[src/sv/dacs_pkg.sv]
// ----------------------------------------------------------------------------
// dacs_pkg - shared types for the double-array Aho-Corasick scanner
// Command codes, sequencer states, table record and match item layouts.
// ----------------------------------------------------------------------------
package dacs_pkg;

	typedef enum logic [2:0] {
		CMD_SCAN    = 3'd0,
		CMD_NEXT    = 3'd1,
		CMD_STATE   = 3'd2,
		CMD_SLOT    = 3'd3,
		CMD_LEN     = 3'd4,
		CMD_RESTART = 3'd5
	} cmd_t;

	typedef enum logic [3:0] {
		SQ_IDLE,
		SQ_REC,
		SQ_IDX,
		SQ_NXT,
		SQ_CHK,
		SQ_LST,
		SQ_LEN,
		SQ_OUT,
		SQ_DONE
	} seq_state_t;

	// one state record; count is wide enough for the largest list size
	typedef struct packed {
		logic signed [9:0] base;
		logic [8:0]        row;
		logic signed [8:0] parent;
		logic [7:0]        fail;
		logic [6:0]        count;
	} rec_t;

	typedef struct packed {
		logic [2:0]        cmd;
		logic [8:0]        addr;
		logic signed [8:0] next_value;
		logic signed [9:0] base_value;
		logic [8:0]        row_pos;
		logic signed [8:0] parent_state;
		logic [7:0]        fail_state;
		logic [3:0]        out_count;
		logic [2:0]        out_slot;
		logic [7:0]        pattern_num;
		logic [7:0]        pattern_len;
	} wr_req_t;

	typedef struct packed {
		logic [7:0]  pattern;
		logic [15:0] start_pos;
		logic [15:0] end_pos;
		logic        last;
	} match_t;

endpackage

[src/sv/dacs_seq.sv]
// ----------------------------------------------------------------------------
// dacs_seq - scan sequencer
// Walks lookup, check and fail-link retries through one shared index adder,
// then steps through the output list of the state reached.
// ----------------------------------------------------------------------------
module dacs_seq import dacs_pkg::*; #(
	parameter int NUM_STATES = 256,
	parameter int NEXT_DEPTH = 512,
	parameter int MAX_OUT    = 8,
	parameter int POS_BITS   = 16,
	localparam int SW  = $clog2(NUM_STATES),
	localparam int NAW = $clog2(NEXT_DEPTH),
	localparam int LAW = $clog2(NUM_STATES * MAX_OUT),
	localparam int CW  = $clog2(MAX_OUT + 1),
	localparam int TW  = $clog2(NUM_STATES + 1)
) (
	input  logic           clk,
	input  logic           arst_n,
	input  logic           go,
	input  logic           restart,
	input  logic [7:0]     ch,
	input  logic           out_free,
	input  rec_t           rec_rd,
	input  logic [8:0]     next_rd,
	input  logic [7:0]     list_rd,
	input  logic [7:0]     len_rd,
	output logic           idle,
	output logic [SW-1:0]  rec_raddr,
	output logic [NAW-1:0] next_raddr,
	output logic [LAW-1:0] list_raddr,
	output logic [7:0]     len_raddr,
	output logic           emit,
	output match_t         emit_data
);

	seq_state_t state_q, state_d;

	logic [SW-1:0]       cur_q, s_q, t_q, fail_q, fail_now;
	logic [7:0]          ch_q, pid_q;
	logic [TW-1:0]       tries_q;
	logic [CW-1:0]       cnt_q, k_q;
	logic [POS_BITS-1:0] pos_q, start_w;
	logic [11:0]         idx;
	logic                idx_ok, t_ok, par_ok, miss, give_up, is_last;

	always_comb begin
		// shared index adder: row + base + byte, bit 11 is the sign
		idx = {3'b0, rec_rd.row} + {{2{rec_rd.base[9]}}, rec_rd.base} + {4'b0, ch_q};
		idx_ok = !idx[11] && (32'(idx[10:0]) < NEXT_DEPTH);
		t_ok   = !next_rd[8] && (32'(next_rd[7:0]) < NUM_STATES);
		par_ok = !rec_rd.parent[8] && (32'(rec_rd.parent[7:0]) == 32'(s_q));
		if (state_q == SQ_IDX)
			fail_now = (32'(rec_rd.fail) < NUM_STATES) ? SW'(rec_rd.fail) : '0;
		else
			fail_now = fail_q;
		give_up = (s_q == '0) || (32'(tries_q) >= NUM_STATES);
		is_last = ({1'b0, k_q} + 1'b1) == {1'b0, cnt_q};
		start_w = pos_q - POS_BITS'(len_rd) + 1'b1;
		miss = 1'b0;
		case (state_q)
			SQ_IDX:  miss = !idx_ok;
			SQ_NXT:  miss = !t_ok;
			SQ_CHK:  miss = !par_ok;
			default: miss = 1'b0;
		endcase
	end

	always_comb begin
		state_d    = state_q;
		idle       = 1'b0;
		rec_raddr  = s_q;
		next_raddr = NAW'(idx[10:0]);
		list_raddr = LAW'(32'(t_q) * MAX_OUT + 32'(k_q));
		len_raddr  = (state_q == SQ_LEN) ? list_rd : pid_q;
		emit       = 1'b0;
		emit_data.pattern   = pid_q;
		emit_data.start_pos = 16'(start_w);
		emit_data.end_pos   = 16'(pos_q);
		emit_data.last      = is_last;
		if (miss) begin
			state_d = give_up ? SQ_DONE : SQ_REC;
		end else begin
			case (state_q)
				SQ_IDLE: begin
					idle      = 1'b1;
					rec_raddr = cur_q;
					if (go)
						state_d = SQ_IDX;
				end
				SQ_REC:  state_d = SQ_IDX;
				SQ_IDX:  state_d = SQ_NXT;
				SQ_NXT: begin
					rec_raddr = SW'(next_rd[7:0]);
					state_d   = SQ_CHK;
				end
				SQ_CHK:  state_d = (rec_rd.count == '0) ? SQ_DONE : SQ_LST;
				SQ_LST:  state_d = SQ_LEN;
				SQ_LEN:  state_d = SQ_OUT;
				SQ_OUT: begin
					if (out_free) begin
						emit    = 1'b1;
						state_d = is_last ? SQ_DONE : SQ_LST;
					end
				end
				SQ_DONE: state_d = SQ_IDLE;
				default: state_d = SQ_IDLE;
			endcase
		end
	end

	always_ff @(posedge clk or negedge arst_n) begin
		if (!arst_n) begin
			state_q <= SQ_IDLE;
			cur_q   <= '0;
			pos_q   <= '0;
		end else begin
			state_q <= state_d;
			if (state_q == SQ_IDLE && restart) begin
				cur_q <= '0;
				pos_q <= '0;
			end
			if (miss && give_up)
				cur_q <= '0;
			if (state_q == SQ_CHK && !miss)
				cur_q <= t_q;
			if (state_q == SQ_DONE)
				pos_q <= pos_q + 1'b1;
		end
	end

	always_ff @(posedge clk) begin
		if (state_q == SQ_IDLE) begin
			s_q     <= cur_q;
			ch_q    <= ch;
			tries_q <= '0;
		end
		if (state_q == SQ_IDX)
			fail_q <= fail_now;
		if (miss) begin
			s_q     <= fail_now;
			tries_q <= tries_q + 1'b1;
		end
		if (state_q == SQ_NXT)
			t_q <= SW'(next_rd[7:0]);
		if (state_q == SQ_CHK) begin
			cnt_q <= CW'(rec_rd.count);
			k_q   <= '0;
		end
		if (state_q == SQ_LEN)
			pid_q <= list_rd;
		if (emit)
			k_q <= k_q + 1'b1;
	end

endmodule

[config.mk]
export PLATFORM = sky130hd
export DESIGN_NAME = dacs_seq
export DESIGN_NICKNAME = d
export VERILOG_FILES = /design/src/sv/dacs_pkg.sv /design/src/sv/dacs_seq.sv
export SDC_FILE = /design/constraint.sdc
export NUM_CORES = 1
export LEC_CHECK = 0
export ABC_AREA = 1
export BUFFER_PORTS_ARGS = -buffer_cell sky130_fd_sc_hd__clkbuf_2
export CAP_MARGIN = 10
export CORE_ASPECT_RATIO = 2
export CORE_MARGIN = 2
export CORE_UTILIZATION = 30
export DETAILED_ROUTE_END_ITERATION = 16
export PLACE_DENSITY = 0.49
export SKIP_LAST_GASP = 1
export SLEW_MARGIN = 15
export SYNTH_ARGS = -nofsm -noshare
export SYNTH_HDL_FRONTEND = slang
export SYNTH_SLANG_ARGS = --single-unit
[constraint.sdc]
create_clock -name clk -period 3.4 [get_ports clk]
set_input_delay 0.34 -clock clk [delete_from_list [all_inputs] [get_ports clk]]
set_output_delay 0.34 -clock clk [all_outputs]
set_load 0.02 [all_outputs]
==> impl_metrics.py <==
metrics = {
    "status": {
        "status": "finished, final reports clean",
    },
    "clocking": {
        "cts_buffer_depth": 2,
        "clk_latency_ps": 350,
        "cts.sinks": 85,
        "cts_hold_buf": 0,
        "tritoncts": "built",
        "cts_root_buf": "clkbuf_16",
        "numCtsBuffers": 9,
        "cts.clk_slew.worst_paths_ps": 70,
        "ctsHtreeMaxLevel": 3,
    },
    "global_route": {
        "grt_pass1_vias": 5337,
        "overflow": 0,
        "grt_max_degree": 29,
        "antenna_found_initial": 1,
        "grt_pass1_wl_um": 26000,
        "grt_use_total_pct": 17.0,
    },
    "min_path": {
        "hold_class": "input port to asynchronous set/reset pin",
    },
    "critical_path": {
        "cp_num_buf_inv": 2,
        "r2r_slack_ps": 370,
        "critPathMaxStageDelay_ps": 450,
        "path_common_cell": "nand2_1",
        "crit_required_ps": 3060,
        "crit_path_start_kind": "register",
        "cp_max_fo": 5,
        "cp_slowest_cell": "fa_1",
        "crit_chain": "fa_1 > ha_2 > fa_2 > nand3_2 > nand3_2 > nand2_1 > nand2_1 > nand2_1 > nand2_1 > nand2_1 > nand3_2 > nand2_4 > nand2_8 > clkinv_8 > nand2_1 > o21ai_0 > buf_4",
        "path_class": "register to primary output",
        "cp_top_family": "adder cells",
        "crit_path_end_kind": "primary output",
        "crit_arrival_ps": 2910,
    },
    "drt": {
        "route.detailed.drc": 0,
        "drt_iter0_drc": 117,
        "wl_um": 16500,
        "first_pass_iters": 4,
        "vias": 5094,
        "vias_per_cell": 4.56,
        "wire_per_inst_um": 14.8,
        "drtAntennaViolNets": 0,
    },
    "logic_synthesis": {
        "ys_seq_elements": 85,
        "synthesis.nets": 813,
        "synth_area_sq_mm": 0.00569,
        "postSynth.asyncResetShare_pct": 32.9,
        "synth_top_area_share_pct": 25.8,
        "synth_most_common_cell": "nand2_1",
        "synth_ff_type": "edfxtp_1",
        "synth_area_leader_cell": "edfxtp_1",
        "synth_edf_count": 49,
        "synth.top_cells.by_area": "edfxtp_1 (26%), nand2_1 (13%), dfrtp_1 (12%), ha_1 (9.7%), inv_1 (5.5%)",
        "syn_area_per_cell_sq_um": 8.40,
        "synthTopCellsByCount": "nand2_1 (190), inv_1 (84), edfxtp_1 (49), nor2_1 (49), ha_1 (44)",
        "yosysUniqueCellTypes": 44,
        "synth_seq_area_share_pct": 41.0,
        "ys_warn_count": 0,
        "syn_inst": 678,
    },
    "sta": {
        "clock.fmax_ghz": 0.307,
        "rsz0062_at_grt": "true",
        "clock_skew_ps": 8.71,
        "min_period_ps": 3250,
        "fin_tns_setup_ps": 0,
        "finalSetupViolCount": 0,
        "hold_viol": 0,
        "slew_violations": 0,
        "slew_headroom_pct": 43.8,
        "period_share_pct": 95.7,
        "hold-worst-slack_ps": 57.3,
        "tightest_slew_ps": 842,
    },
    "die": {
        "rows": 71,
        "coreArea_sq_mm": 0.0187,
        "die_y_um": 199,
        "die_area_sq_mm": 0.0202,
        "start_util_pct": 30.4,
        "die_w_um": 101,
        "pin_count": 160,
    },
    "layout": {
        "nNetsFinal": 991,
        "finalInstanceArea_sq_mm": 0.00726,
        "fillers": 2008,
        "drive_gt1_share_pct": 26.7,
        "fin_util_pct": 38.7,
        "areaGrowthSynthToFinish_pct": 27.5,
    },
    "power": {
        "p_leak_nw": 3.61,
        "power-per-cell-area_mw_per_mm2": 884,
        "ir_drop_v": 0.000379,
    },
    "placement": {
        "gp_congestion": 0.776,
        "place_area_sq_mm": 0.00683,
        "hpwl_um": 13300,
        "io_buffers": 159,
    },
    "job": {
        "cap_viol_max_count": 0,
    },
}
==> layer usage <==
layer / up-vias / track usage [%] / share of wire (%)
met1: 2350 / 15.9 / 34
met2: 128 / 33.3 / 57
met3: 25 / 3.62 / 4.9
li1: 2591 / - / -
met5: - / 0 / 0
met4: 0 / 8.16 / 3.6
==> worst paths after layout <==
kind / startpoint / cells past startpoint / end
hold / removal: arst_n / 1 / pos_q[10]$_DFFE_PN0P_
setup / recovery: ch_q[1]$_DFFE_PP_ / 17 / rec_raddr[1]
setup reg to reg: ch_q[1]$_DFFE_PP_ / 18 / tries_q[1]$_SDFFCE_PN0P_
hold reg to reg: pid_q[6]$_DFF_P_ / 2 / pid_q[6]$_DFF_P_
max in group asynchronous: arst_n / 1 / pos_q[2]$_DFFE_PN0P_
min in group clk: ch[7] / 1 / ch_q[7]$_DFFE_PP_
==> repair_timing <==
action | in CTS | in global routing
cloned | 2 | 0
setup buffers | 2 | 4
resized for setup | 10 | 22
endpoints found under the setup margin | 9 | 9
pin swaps | 1 | 3
==> power by group <==
group          internal, mW  total [mW]  switching, mW
clock                 0.497       0.931          0.434
sequential             1.61        1.80          0.195
combinational          1.26        3.68           2.43
total                  3.36        6.42           3.05
==> kinds of logic (layout without fill, tap and decap cells) <==
family	after synthesis	after routing	share of synthesized area, %
and+or+nand+nor	304	304	22.8
buffers and inverters	105	288	7.58
AOI/OAI and AO/OA	90	90	9.29
DFF	85	85	41.0
adders and majority gates	54	54	13.2
xor gates and xnor gates	38	38	5.84
muxes	2	2	0.352
other	0	1	0
==> sequential cells by signal, summed over array words and instances (netlist names) <==
register  flops
ch_q          8
fail_q        8
cnt_q         4
s_q           8
cur_q         8
t_q           8
pos_q        16
k_q           4
tries_q       9
state_q       4
pid_q         8
==> stage by stage <==
| step | cells | power, mW | setup slack [ps] |
|---|---|---|---|
| after global placement | 1092 | 5.29 | 154 |
| after detailed placement | 1092 | 5.30 | 97.5 |
| after CTS | 1112 | 6.39 | -3.98 |
| after floorplan | 678 | 4.11 | 209 |
| final | 1117 | 6.42 | 145 |
| after global routing | 1117 | 6.94 | -10.1 |
==> layout by cell type, fill, tap and decap left out, types with 13 or more instances in the layout <==
cell type / count
edfxtp_1: 49
a21oi_1: 29
ha_1: 40
xor2_1: 23
buf_4: 21
nand4_1: 14
o21ai_1: 13
nand3_1: 24
o21ai_0: 18
xnor2_1: 15
dfrtp_1: 28
clkbuf_2: 151
inv_1: 84
nor2_1: 48
nand2_1: 190
==> final cells by class <==
cell class                      count  area (sq um)  area share [%]
Tap cell                          255           319            4.39
Timing Repair inverter              2          17.5           0.241
Inverter                           93           362            4.98
Clock inverter                      7          48.8           0.672
Sequential cell                    85          2330            32.1
Multi-Input combinational cell    488          3000            41.3
Clock buffer                        9           225            3.10
Timing Repair Buffer              177           953            13.1
Antenna cell                        1          2.50          0.0345
(Power assumes the default switching activity.)
